==> config.mk <==
export PLATFORM = sky130hd
export DESIGN_NAME = occupied_cell_point_extractor
export DESIGN_NICKNAME = d
export VERILOG_FILES = /design/src/rtl/core/ocpe_pkg.sv /design/src/rtl/core/ocpe_csr.sv /design/src/rtl/core/ocpe_scan.sv /design/src/rtl/core/ocpe_map.sv /design/src/rtl/core/occupied_cell_point_extractor.sv
export VERILOG_INCLUDE_DIRS = /design/src /design/src/rtl/core
export SDC_FILE = /design/constraint.sdc
export NUM_CORES = 2
export LEC_CHECK = 0
export BUFFER_PORTS_ARGS = -buffer_cell sky130_fd_sc_hd__buf_4
export CORE_ASPECT_RATIO = 0.6
export CORE_MARGIN = 8
export CORE_UTILIZATION = 70
export DETAILED_ROUTE_END_ITERATION = 7
export PLACE_DENSITY = 0.92
export SLEW_MARGIN = 5
export SYNTH_ARGS = -nofsm -noshare
export SYNTH_HDL_FRONTEND = slang
export SYNTH_SLANG_ARGS = --single-unit
==> constraint.sdc <==
create_clock -name clock -period 14.05 [get_ports clock]
set_input_delay 3.5125 -clock clock [delete_from_list [all_inputs] [get_ports clock]]
set_output_delay 3.5125 -clock clock [all_outputs]
set_load 0.02 [all_outputs]
==> src/rtl/core/assert_macros.svh <==
// ----------------------------------------------------------------------------
// assert_macros.svh
// Concurrent assertion shorthands shared by the point extractor RTL.
// ----------------------------------------------------------------------------
`ifndef ASSERT_MACROS_SVH
`define ASSERT_MACROS_SVH

// same-cycle implication
`define ASSERT_IMPL(label, clk, rst, pre, post) \
   label: assert property (@(posedge clk) disable iff (rst) (pre) |-> (post)) \
      else $error("assertion failed: same-cycle implication");

// next-cycle implication
`define ASSERT_NEXT(label, clk, rst, pre, post) \
   label: assert property (@(posedge clk) disable iff (rst) (pre) |=> (post)) \
      else $error("assertion failed: next-cycle implication");

`endif

==> src/rtl/core/ocpe_pkg.sv <==
// ----------------------------------------------------------------------------
// ocpe_pkg
// Types and constants of the occupied cell point extractor.
// ----------------------------------------------------------------------------
package ocpe_pkg;

   localparam int GRID_DIM_MAX  = 4096;
   localparam int IDX_W         = $clog2(GRID_DIM_MAX);
   localparam int SCAN_W        = IDX_W + 1;
   localparam int GRID_WIDTH_W  = 13;
   localparam int RSP_IDX_W     = 12;
   localparam int COORD_W       = 32;
   localparam int CELL_W        = 8;
   localparam int CSR_IDX_W     = 3;
   localparam int CSR_DATA_W    = 32;

   localparam logic [GRID_WIDTH_W-1:0] GRID_WIDTH_RESET = GRID_WIDTH_W'(1);
   localparam logic signed [CELL_W-1:0] THRESHOLD_RESET = CELL_W'(100);
   localparam logic [IDX_W-1:0] ROW_LAST = IDX_W'(GRID_DIM_MAX - 1);

   typedef enum logic [CSR_IDX_W-1:0] {
      CSR_GRID_WIDTH    = 3'd0,
      CSR_THRESHOLD     = 3'd1,
      CSR_BASE_X        = 3'd2,
      CSR_BASE_Y        = 3'd3,
      CSR_COLUMN_STEP_X = 3'd4,
      CSR_COLUMN_STEP_Y = 3'd5,
      CSR_ROW_STEP_X    = 3'd6,
      CSR_ROW_STEP_Y    = 3'd7
   } csr_index_type;

   typedef struct packed {
      logic signed [CELL_W-1:0] cell_value;
      logic                     frame_start;
   } req_type;

   typedef struct packed {
      logic signed [COORD_W-1:0] point_x;
      logic signed [COORD_W-1:0] point_y;
      logic [RSP_IDX_W-1:0]      cell_column;
      logic [RSP_IDX_W-1:0]      cell_row;
   } rsp_type;

   typedef struct packed {
      logic [GRID_WIDTH_W-1:0]  grid_width;
      logic signed [CELL_W-1:0] hit_level;
      logic [COORD_W-1:0]       base_x;
      logic [COORD_W-1:0]       base_y;
      logic [COORD_W-1:0]       column_step_x;
      logic [COORD_W-1:0]       column_step_y;
      logic [COORD_W-1:0]       row_step_x;
      logic [COORD_W-1:0]       row_step_y;
   } cfg_type;

   localparam cfg_type CFG_RESET = '{grid_width: GRID_WIDTH_RESET,
                                     hit_level: THRESHOLD_RESET,
                                     default: '0};

   typedef struct packed {
      logic             valid;
      logic [IDX_W-1:0] column;
      logic [IDX_W-1:0] row;
   } cell_stage_type;

endpackage

==> src/rtl/core/ocpe_csr.sv <==
// ----------------------------------------------------------------------------
// ocpe_csr
// Configuration registers, written through a plain write port.
// ----------------------------------------------------------------------------
module ocpe_csr
   import ocpe_pkg::*;
(
   input  logic                  clock,
   input  logic                  reset,
   input  logic                  csr_write_enable,
   input  logic [CSR_IDX_W-1:0]  csr_index,
   input  logic [CSR_DATA_W-1:0] csr_write_data,
   output cfg_type               cfg
);

   cfg_type cfg_ff;
   cfg_type cfg_in;

   always_comb begin
      cfg_in = cfg_ff;
      if (csr_write_enable) begin
         unique case (csr_index_type'(csr_index))
            CSR_GRID_WIDTH:    cfg_in.grid_width = csr_write_data[GRID_WIDTH_W-1:0];
            CSR_THRESHOLD:     cfg_in.hit_level = csr_write_data[CELL_W-1:0];
            CSR_BASE_X:        cfg_in.base_x = csr_write_data[COORD_W-1:0];
            CSR_BASE_Y:        cfg_in.base_y = csr_write_data[COORD_W-1:0];
            CSR_COLUMN_STEP_X: cfg_in.column_step_x = csr_write_data[COORD_W-1:0];
            CSR_COLUMN_STEP_Y: cfg_in.column_step_y = csr_write_data[COORD_W-1:0];
            CSR_ROW_STEP_X:    cfg_in.row_step_x = csr_write_data[COORD_W-1:0];
            CSR_ROW_STEP_Y:    cfg_in.row_step_y = csr_write_data[COORD_W-1:0];
         endcase
      end
   end

   always_ff @(posedge clock) begin
      if (reset) begin
         cfg_ff <= CFG_RESET;
      end else begin
         cfg_ff <= cfg_in;
      end
   end

   assign cfg = cfg_ff;

endmodule

==> src/rtl/core/ocpe_scan.sv <==
// ----------------------------------------------------------------------------
// ocpe_scan
// Raster scan counters, occupancy test and the registered cell stage.
// ----------------------------------------------------------------------------
`include "assert_macros.svh"

module ocpe_scan
   import ocpe_pkg::*;
(
   input  logic           clock,
   input  logic           reset,
   input  logic           req_valid,
   output logic           req_ready,
   input  req_type        req_data,
   input  cfg_type        cfg,
   input  logic           advance,
   output cell_stage_type stage
);

   logic [IDX_W-1:0]  scan_column_ff, scan_column_in;
   logic [IDX_W-1:0]  scan_row_ff, scan_row_in;
   cell_stage_type    stage_ff, stage_in;

   logic              accept;
   logic              hit;
   logic              wrap;
   logic              at_origin;
   logic [IDX_W-1:0]  col_cur;
   logic [IDX_W-1:0]  row_cur;
   logic [SCAN_W-1:0] col_inc;
   logic [SCAN_W-1:0] width_eff;

   assign req_ready = !stage_ff.valid || advance;
   assign accept    = req_valid && req_ready;

   always_comb begin
      if (cfg.grid_width == '0) begin
         width_eff = SCAN_W'(1);
      end else if (int'(cfg.grid_width) > GRID_DIM_MAX) begin
         width_eff = SCAN_W'(GRID_DIM_MAX);
      end else begin
         width_eff = SCAN_W'(cfg.grid_width);
      end
   end

   always_comb begin
      col_cur = req_data.frame_start ? '0 : scan_column_ff;
      row_cur = req_data.frame_start ? '0 : scan_row_ff;
      hit     = $signed(req_data.cell_value) >= $signed(cfg.hit_level);
      col_inc = SCAN_W'(col_cur) + SCAN_W'(1);
      wrap    = col_inc >= width_eff;

      scan_column_in = scan_column_ff;
      scan_row_in    = scan_row_ff;
      stage_in       = stage_ff;
      if (accept) begin
         if (wrap) begin
            scan_column_in = '0;
            scan_row_in    = (row_cur != ROW_LAST) ? row_cur + IDX_W'(1) : row_cur;
         end else begin
            scan_column_in = col_inc[IDX_W-1:0];
            scan_row_in    = row_cur;
         end
         stage_in.valid  = hit;
         stage_in.column = col_cur;
         stage_in.row    = row_cur;
      end else if (advance) begin
         stage_in.valid = 1'b0;
      end
   end

   always_ff @(posedge clock) begin
      if (reset) begin
         scan_column_ff <= '0;
         scan_row_ff    <= '0;
         stage_ff.valid <= 1'b0;
      end else begin
         scan_column_ff <= scan_column_in;
         scan_row_ff    <= scan_row_in;
         stage_ff       <= stage_in;
      end
   end

   assign stage = stage_ff;

   assign at_origin = (stage_ff.column == '0) && (stage_ff.row == '0);

   `ASSERT_NEXT(a_frame_start_origin, clock, reset, accept && req_data.frame_start, at_origin)
   `ASSERT_NEXT(a_stage_holds, clock, reset, stage_ff.valid && !advance, $stable(stage_ff))
   `ASSERT_IMPL(a_no_accept_when_blocked, clock, reset, stage_ff.valid && !advance, !req_ready)

endmodule

==> src/rtl/core/ocpe_map.sv <==
// ----------------------------------------------------------------------------
// ocpe_map
// Affine map of the cell index into the base frame and result register.
// ----------------------------------------------------------------------------
`include "assert_macros.svh"

module ocpe_map
   import ocpe_pkg::*;
(
   input  logic           clock,
   input  logic           reset,
   input  cell_stage_type stage,
   input  cfg_type        cfg,
   output logic           advance,
   output logic           rsp_valid,
   input  logic           rsp_ready,
   output rsp_type        rsp_data
);

   logic               rsp_valid_ff, rsp_valid_in;
   rsp_type            rsp_data_ff, rsp_data_in;
   logic [COORD_W-1:0] col_ext;
   logic [COORD_W-1:0] row_ext;
   logic [COORD_W-1:0] col_x, col_y, row_x, row_y;

   assign advance = !rsp_valid_ff || rsp_ready;

   always_comb begin
      col_ext = COORD_W'(stage.column);
      row_ext = COORD_W'(stage.row);
      col_x   = col_ext * cfg.column_step_x;
      col_y   = col_ext * cfg.column_step_y;
      row_x   = row_ext * cfg.row_step_x;
      row_y   = row_ext * cfg.row_step_y;

      rsp_valid_in = rsp_valid_ff;
      rsp_data_in  = rsp_data_ff;
      if (advance) begin
         rsp_valid_in            = stage.valid;
         rsp_data_in.point_x     = cfg.base_x + col_x + row_x;
         rsp_data_in.point_y     = cfg.base_y + col_y + row_y;
         rsp_data_in.cell_column = RSP_IDX_W'(stage.column);
         rsp_data_in.cell_row    = RSP_IDX_W'(stage.row);
      end
   end

   always_ff @(posedge clock) begin
      if (reset) begin
         rsp_valid_ff <= 1'b0;
      end else begin
         rsp_valid_ff <= rsp_valid_in;
      end
   end

   always_ff @(posedge clock) begin
      rsp_data_ff <= rsp_data_in;
   end

   assign rsp_valid = rsp_valid_ff;
   assign rsp_data  = rsp_data_ff;

   `ASSERT_NEXT(a_hit_reaches_output, clock, reset, stage.valid && advance, rsp_valid_ff && rsp_data_ff.cell_row == RSP_IDX_W'($past(stage.row)))
   `ASSERT_NEXT(a_empty_stage_no_item, clock, reset, !stage.valid && advance, !rsp_valid_ff)

endmodule

==> src/rtl/core/occupied_cell_point_extractor.sv <==
// ----------------------------------------------------------------------------
// occupied_cell_point_extractor
// Turns a raster stream of occupancy grid cells into base-frame points.
//
// req_*: one signed cell value per item, columns fastest, then rows;
//   frame_start marks cell (0,0) of a new grid and clears the scan.
// rsp_*: one item per cell at or above the threshold: Q15.16 point and the
//   cell's column and row. Cells below the threshold give nothing.
// csr_*: write-only registers, index as listed in ocpe_pkg; the user must
//   write them only while no item is in flight, the block does not enforce it.
// Path: from req accept to rsp_valid a cell passes the scan stage, then the
//   multiply-add into the result register.
// Throughput: one item per cycle while rsp_ready is high; the two stages
//   pass on together, each taking an item once the next empties or moves on.
// Stall: with rsp_ready low the result register holds, the scan stage holds
//   behind it and req_ready drops once both are full.
// Reset: counters cleared to cell (0,0), registers to their defaults, both
//   stages emptied. Usable the cycle after reset falls.
// ----------------------------------------------------------------------------
module occupied_cell_point_extractor
   import ocpe_pkg::*;
(
   input  logic                  clock,
   input  logic                  reset,
   input  logic                  req_valid,
   output logic                  req_ready,
   input  req_type               req_data,
   output logic                  rsp_valid,
   input  logic                  rsp_ready,
   output rsp_type               rsp_data,
   input  logic                  csr_write_enable,
   input  logic [CSR_IDX_W-1:0]  csr_index,
   input  logic [CSR_DATA_W-1:0] csr_write_data
);

   cfg_type        cfg;
   cell_stage_type stage;
   logic           advance;

   ocpe_csr u_csr (
      .clock            (clock),
      .reset            (reset),
      .csr_write_enable (csr_write_enable),
      .csr_index        (csr_index),
      .csr_write_data   (csr_write_data),
      .cfg              (cfg)
   );

   ocpe_scan u_scan (
      .clock     (clock),
      .reset     (reset),
      .req_valid (req_valid),
      .req_ready (req_ready),
      .req_data  (req_data),
      .cfg       (cfg),
      .advance   (advance),
      .stage     (stage)
   );

   ocpe_map u_map (
      .clock     (clock),
      .reset     (reset),
      .stage     (stage),
      .cfg       (cfg),
      .advance   (advance),
      .rsp_valid (rsp_valid),
      .rsp_ready (rsp_ready),
      .rsp_data  (rsp_data)
   );

endmodule

Word level (Yosys, flattened, before mapping)
Cells that the tools add are included.
{ "word_totals": {"rom_bits": 0, "memories": 0, "mem_bits_rw": 0, "reg_bits": 351, "latchBits": 0, "out_inout_bits": 90, "word_cells": 66} }
{ "classes": {"shifts": 0, "add_sub_neg": 6, "n_bitwise": 1, "multipliers": 4, "n_reduce_logical": 17, "div": 0, "eq_ne": 8, "n_lt_le_gt_ge": 3, "muxes": 9} }
{ "op_table": {"columns": ["op", "n"], "rows": [
  ["32-bit adder", 4],
  ["12-bit by 32-bit multiplier with 32-bit output", 4],
  ["12-bit 2-to-1 mux", 5],
  ["13-bit 2-to-1 mux", 2],
  ["2-bit AND reduction", 9],
  ["12-bit by 1-bit adder with 13-bit output (second input constant)", 1],
  ["13-bit greater-or-equal comparator", 1],
  ["13-bit greater-than comparator (second input constant)", 1],
  ["13-bit logical NOT", 1],
  ["12-bit by 1-bit adder with 12-bit output (second input constant)", 1],
  ["3-bit == test (second input constant)", 4],
  ["12-bit != test (second input constant)", 1],
  ["8-bit greater-or-equal comparator", 1],
  ["3-bit by 2-bit == test with 1-bit output (second input constant)", 2],
  ["3-bit by 1-bit == test with 1-bit output (second input constant)", 1],
  ["3-bit logical NOT", 1],
  ["1-bit logical NOT", 2],
  ["1-bit logical OR", 2],
  ["1-bit 2-to-1 mux", 2],
  ["2-bit nonzero test", 1],
  ["1-bit logical AND", 1],
  ["1-bit inverter", 1]
]} }

Depth between registers and ports, before layout
{ "depth": {"ltp_word": 5, "ltp_mapped": 27, "depth_no_buf": 24} }

Cells and area by module
From an unflattened synthesis, not the netlist that was laid out.
{ "unflattened": {"hier_cells": 5480, "hier_area_um2": 52392.7} }
{ "by_module_without_submodules": {"columns": ["mod", "area_per_inst_um2", "n_inst", "seq_area_each_um2", "cells_each"], "rows": [
  ["ocpe_map", 41194.5, 1, 2662.6, 4414],
  ["ocpe_csr", 8301.7, 1, 4264.1, 742],
  ["ocpe_scan", 2896.5, 1, 1221.2, 324]
]} }

Worst setup path after synthesis
No wires, ideal clock.
{ "synth_timing": {"kind": "input to output", "start": "input rsp_ready", "end": "output req_ready", "arrival_time_ns": 3.861, "path_buffers": 0, "path_slack_ns": 6.676, "cell_stages": 2, "t_required_ns": 10.538, "cell_sequence": "nor2b_1 -> nand2_1"} }
{ "synth_via": {"elab_chain_len": 2} }
{ "synth_rtl": {"columns": ["element", "line_no", "text"], "rows": [
  ["start: declaration", "occupied_cell_point_extractor.sv:29", "input logic rsp_ready,"],
  ["1-bit logical OR", "ocpe_map.sv:26", "assign advance = !rsp_valid_ff || rsp_ready;"],
  ["1-bit logical OR", "ocpe_scan.sv:33", "assign req_ready = !stage_ff.valid || advance;"],
  ["end: declaration", "occupied_cell_point_extractor.sv:26", "output logic req_ready,"]
]} }
Every way passes these cells.

Final worst setup path
{ "layout_timing": {"start": "register u_scan.stage_ff, in the netlist u_scan.stage[5]", "end": "register u_map.rsp_data_ff, in the netlist u_map.rsp_data[55], data pin"} }
{ "layout_via": {"elab_chain_len": 2} }
{ "layout_rtl": {"columns": ["element", "line_no", "text"], "rows": [
  ["start: declaration", "ocpe_scan.sv:22", "cell_stage_type stage_ff, stage_in;"],
  ["start signal: assignment", "ocpe_scan.sv:80", "stage_ff <= stage_in;"],
  ["12-bit by 32-bit multiplier with 32-bit output", "ocpe_map.sv:34", "row_y = row_ext * cfg.row_step_y;"],
  ["32-bit adder", "ocpe_map.sv:41", "rsp_data_in.point_y = cfg.base_y + col_y + row_y;"],
  ["end signal: assignment", "ocpe_map.sv:56", "rsp_data_ff <= rsp_data_in;"],
  ["end: declaration", "ocpe_map.sv:21", "rsp_type rsp_data_ff, rsp_data_in;"]
]} }
Every way passes these cells.
A chain may end at the register's enable or synchronous reset.

==> impl_metrics.py <==
metrics = {
    "status": {
        "status": "complete, but fails checks",
        "violations": "design-rule violations",
    },
    "placement": {
        "finalWeightedCongestion": 0.925,
        "post-dp-hpwl_mm": 107,
        "dp_cells": 6496,
        "place_area_um2": 52700,
        "portBuffers": 138,
        "dp_slack_ns": 5.70,
    },
    "timing": {
        "finalHoldViolCount": 0,
        "setup_violations": 0,
        "min_period_ns": 8.75,
        "fin_hold_ws_ns": 0.452,
        "fmax_mhz": 114,
        "layout_setup_ws_ns": 5.30,
        "slew_viol_final": 0,
        "clock-skew-final_ns": 0.0205,
        "tns_ns": 0,
        "grt_setup_unrepaired": "no",
        "worstMarginPinSlew_ns": 1.06,
        "slew_headroom": 0.289,
        "period_share": 0.623,
    },
    "synth": {
        "syn_area_per_cell_um2": 9.07,
        "synth_compound_area_frac": 0.0480,
        "seq_area_frac_synth": 0.159,
        "synth_edf_count": 112,
        "synth_xor_area_frac": 0.0259,
        "ys.flop_type": "dfxtp_1",
        "ys_seq_elements": 351,
        "synthDistinctLibCells": 61,
        "synthAdderAreaFrac": 0.484,
        "synthSimpleGateAreaFrac": 0.175,
        "netlist_instances": 5657,
        "synthesis.nets": 7017,
        "yosysWarnings": 0,
        "syn-cell-area_um2": 51300,
        "synthMuxAreaShare": 0.000878,
        "synth_top_family_by_area": "adder cells",
        "async_reset_ff_frac": 0,
    },
    "setup_path": {
        "r2r-end": "u_map.rsp_data[55]$_DFFE_PP_",
        "required_ns": 14.40,
        "cp_common_cell": "fa_1",
        "worstPathArrival_ns": 9.10,
        "crit_path_end": "u_map.rsp_data[55]$_DFFE_PP_",
        "cp_num_buf_inv": 6,
        "critical_path.endpoint_type": "flip-flop",
        "worstPathCellList": "buf_4 > nand2_1 > fa_1 > inv_1 > fa_1 > inv_1 > fa_1 > fa_1 > inv_1 > fa_1 > fa_1 > inv_1 > fa_1 > inv_1 > ha_1 > and3_1 > nand4_1 > a21boi_0 > a31oi_1 > o211ai_1 > o211ai_1 > o21ai_0 > xnor2_1",
        "timing.rr.start": "u_scan.stage[5]$_DFFE_PP_",
        "max_stage_delay_ns": 0.94,
        "r2r_slack_ns": 5.30,
        "crit_path_start_kind": "flip-flop",
        "crit_type": "reg -> reg",
        "r2r.worst_path.cells": 23,
        "cp_num_cells": 23,
        "slowest_stage": "edfxtp_1",
        "timing.critical_path.from": "u_scan.stage[5]$_DFFE_PP_",
        "crit_family": "adder cells",
        "critPathMaxFanout": 36,
    },
    "finish": {
        "layout-drive-gt1-share": 0.0470,
        "num-fill-cells": 4594,
        "multi_input_area_um2": 37700,
        "fin_cells": 6566,
        "area_growth_pct": 5.13,
        "fin_util": 0.738,
        "regArea_um2": 8150,
        "fin_nets": 6908,
        "design_area_um2": 54000,
    },
    "floorplanning": {
        "ios": 139,
        "core_area_um2": 73100,
        "start_util": 0.702,
        "die_x_um": 366,
        "die_y_um": 226,
        "num_rows": 77,
        "dieArea_um2": 82500,
    },
    "routing": {
        "top_layer": "met5",
        "vias": 39900,
        "drc": 8,
        "via_per_inst": 6.08,
        "wl_per_cell_um": 22.3,
        "wl_met1_mm": 49.8,
        "wl_met3_mm": 24.0,
        "dr.pass1.iters": 8,
        "drtIter0Drc": 5322,
        "ant_nets": 0,
        "wl_met2_mm": 63.2,
        "wirelength_mm": 147,
    },
    "cts": {
        "cts_tree": "built",
        "cts_resized": 0,
        "cts_root_buf": "clkbuf_16",
        "cts_buffers": 37,
        "post-cts-setup-buffers": 0,
        "cts.sink_count": 351,
        "clkLatencyLatePin_ns": 0.60,
        "htreeDepth": 2,
        "cts_hold_buf": 0,
        "clk_pin_slew_ns": 0.07,
        "ctsLongestPathBuffers": 3,
    },
    "pwr": {
        "p_sw_frac": 0.336,
        "sequentialPowerShare": 0.401,
        "intPower_mw": 1.93,
        "ir_drop_v": 0.0000891,
        "design_power_total_mw": 2.91,
        "switching_power_mw": 0.977,
        "clockPowerShare": 0.370,
        "p_leak_nw": 26.3,
        "combPwrFrac": 0.229,
        "power_density_nw_per_um2": 53.9,
    },
    "min_path": {
        "hp-class": "reg -> reg",
    },
    "global_route": {
        "antenna_found_initial": 4,
        "grt_overflow_total": 0,
        "gr-usage-all-layers": 0.364,
        "grt_pass1_wl_mm": 234,
        "grt_pass1_vias": 43900,
        "grt_max_degree": 118,
    },
    "run": {
        "cap_violations": 0,
    },
}
==> synthesized netlist by cell type, types with 4 or more instances <==
library cell | instances | area share
nor2b_1 | 35 | 0.0043
edfxtp_1 | 112 | 0.066
o211ai_1 | 5 | 0.00073
o21bai_1 | 9 | 0.0013
and2_1 | 550 | 0.067
o21a_1 | 9 | 0.0013
nor2_1 | 63 | 0.0046
a31oi_1 | 6 | 0.00073
a211oi_1 | 8 | 0.0012
nor3_1 | 17 | 0.0017
fa_1 | 1122 | 0.44
nand2b_1 | 10 | 0.0012
clkbuf_2 | 8 | 0.00078
xor2_1 | 41 | 0.0070
o31ai_1 | 4 | 0.00059
o21ai_0 | 28 | 0.0027
clkbuf_1 | 316 | 0.023
ha_1 | 189 | 0.046
xnor2_1 | 111 | 0.019
inv_1 | 1139 | 0.083
nand3_1 | 32 | 0.0031
a21oi_1 | 277 | 0.027
dfxtp_1 | 239 | 0.093
nand4_1 | 13 | 0.0016
a21o_1 | 33 | 0.0048
nand2_1 | 1209 | 0.088
and3_1 | 12 | 0.0015
==> registers in the layout (all words and copies together), names as in the netlist <==
name	flops
u_csr.cfg	213
u_map.rsp_data	88
u_scan.stage	25
u_scan.scan_column_ff	12
u_scan.scan_row_ff	12
u_map.rsp_valid	1
==> placed cells by master (no fill, tap or decap), types with 28 or more instances in the layout <==
| master | n |
|---|---|
| a21o_1 | 33 |
| a21oi_1 | 277 |
| and2_1 | 550 |
| buf_4 | 177 |
| clkbuf_16 | 39 |
| dfxtp_1 | 239 |
| edfxtp_1 | 112 |
| fa_1 | 1122 |
| ha_1 | 189 |
| inv_1 | 1138 |
| nand2_1 | 1208 |
| nand3_1 | 30 |
| nor2_1 | 57 |
| nor2b_1 | 35 |
| o21ai_0 | 28 |
| xnor2_1 | 111 |
| xor2_1 | 41 |
==> logic make-up after synthesis <==
group / count (synthesis)
DFF: 351
buffers and inverters: 1465
xor gates and xnor gates: 152
muxes: 4
AOI/OAI and AO/OA: 418
and+or+nand+nor: 1956
adders and majority gates: 1311
==> worst min path at each step <==
stage,from,end,slack (ns),depth (start not counted)
floorplan,u_scan.stage[0]$_DFFE_PP_,u_map.rsp_data[0]$_DFFE_PP_,0.42,0
global placement,u_scan.stage[3]$_DFFE_PP_,u_map.rsp_data[3]$_DFFE_PP_,0.43,0
detailed placement,u_scan.stage[21]$_DFFE_PP_,u_map.rsp_data[21]$_DFFE_PP_,0.44,0
CTS,u_scan.scan_column_ff[7]$_SDFFE_PP0P_,u_scan.scan_column_ff[7]$_SDFFE_PP0P_,0.45,2
global route,u_scan.stage[18]$_DFFE_PP_,u_map.rsp_data[18]$_DFFE_PP_,0.47,0
finish,u_scan.stage[21]$_DFFE_PP_,u_map.rsp_data[21]$_DFFE_PP_,0.45,0
==> cell type report <==
cell class	instances	area share
Multi-Input combinational cell	3841	0.699
Sequential cell	351	0.151
Inverter	1139	0.0793
Timing Repair Buffer	178	0.0249
Tap cell	987	0.0229
Clock buffer	45	0.0185
Clock inverter	23	0.00450
Antenna cell	2	0.0000927
==> power by group through the flow <==
stage | clock network, mW | registers, mW | logic, mW
after CTS | 1.07 | 1.17 | 0.657
after global placement | 0 | 1.19 | 0.617
after detailed placement | 0 | 1.19 | 0.649
after floorplan | 0 | 1.22 | 0.374
final | 1.08 | 1.17 | 0.667
after global routing | 1.11 | 1.17 | 0.724
==> per-layer routing <==
metal  track usage  vias to the layer above
met2         0.544                     3394
met4         0.184                       10
met3         0.125                      791
met5             0                        -
met1         0.475                    19400
li1              -                    16300
No activity file was read; power rests on OpenSTA's default activity.
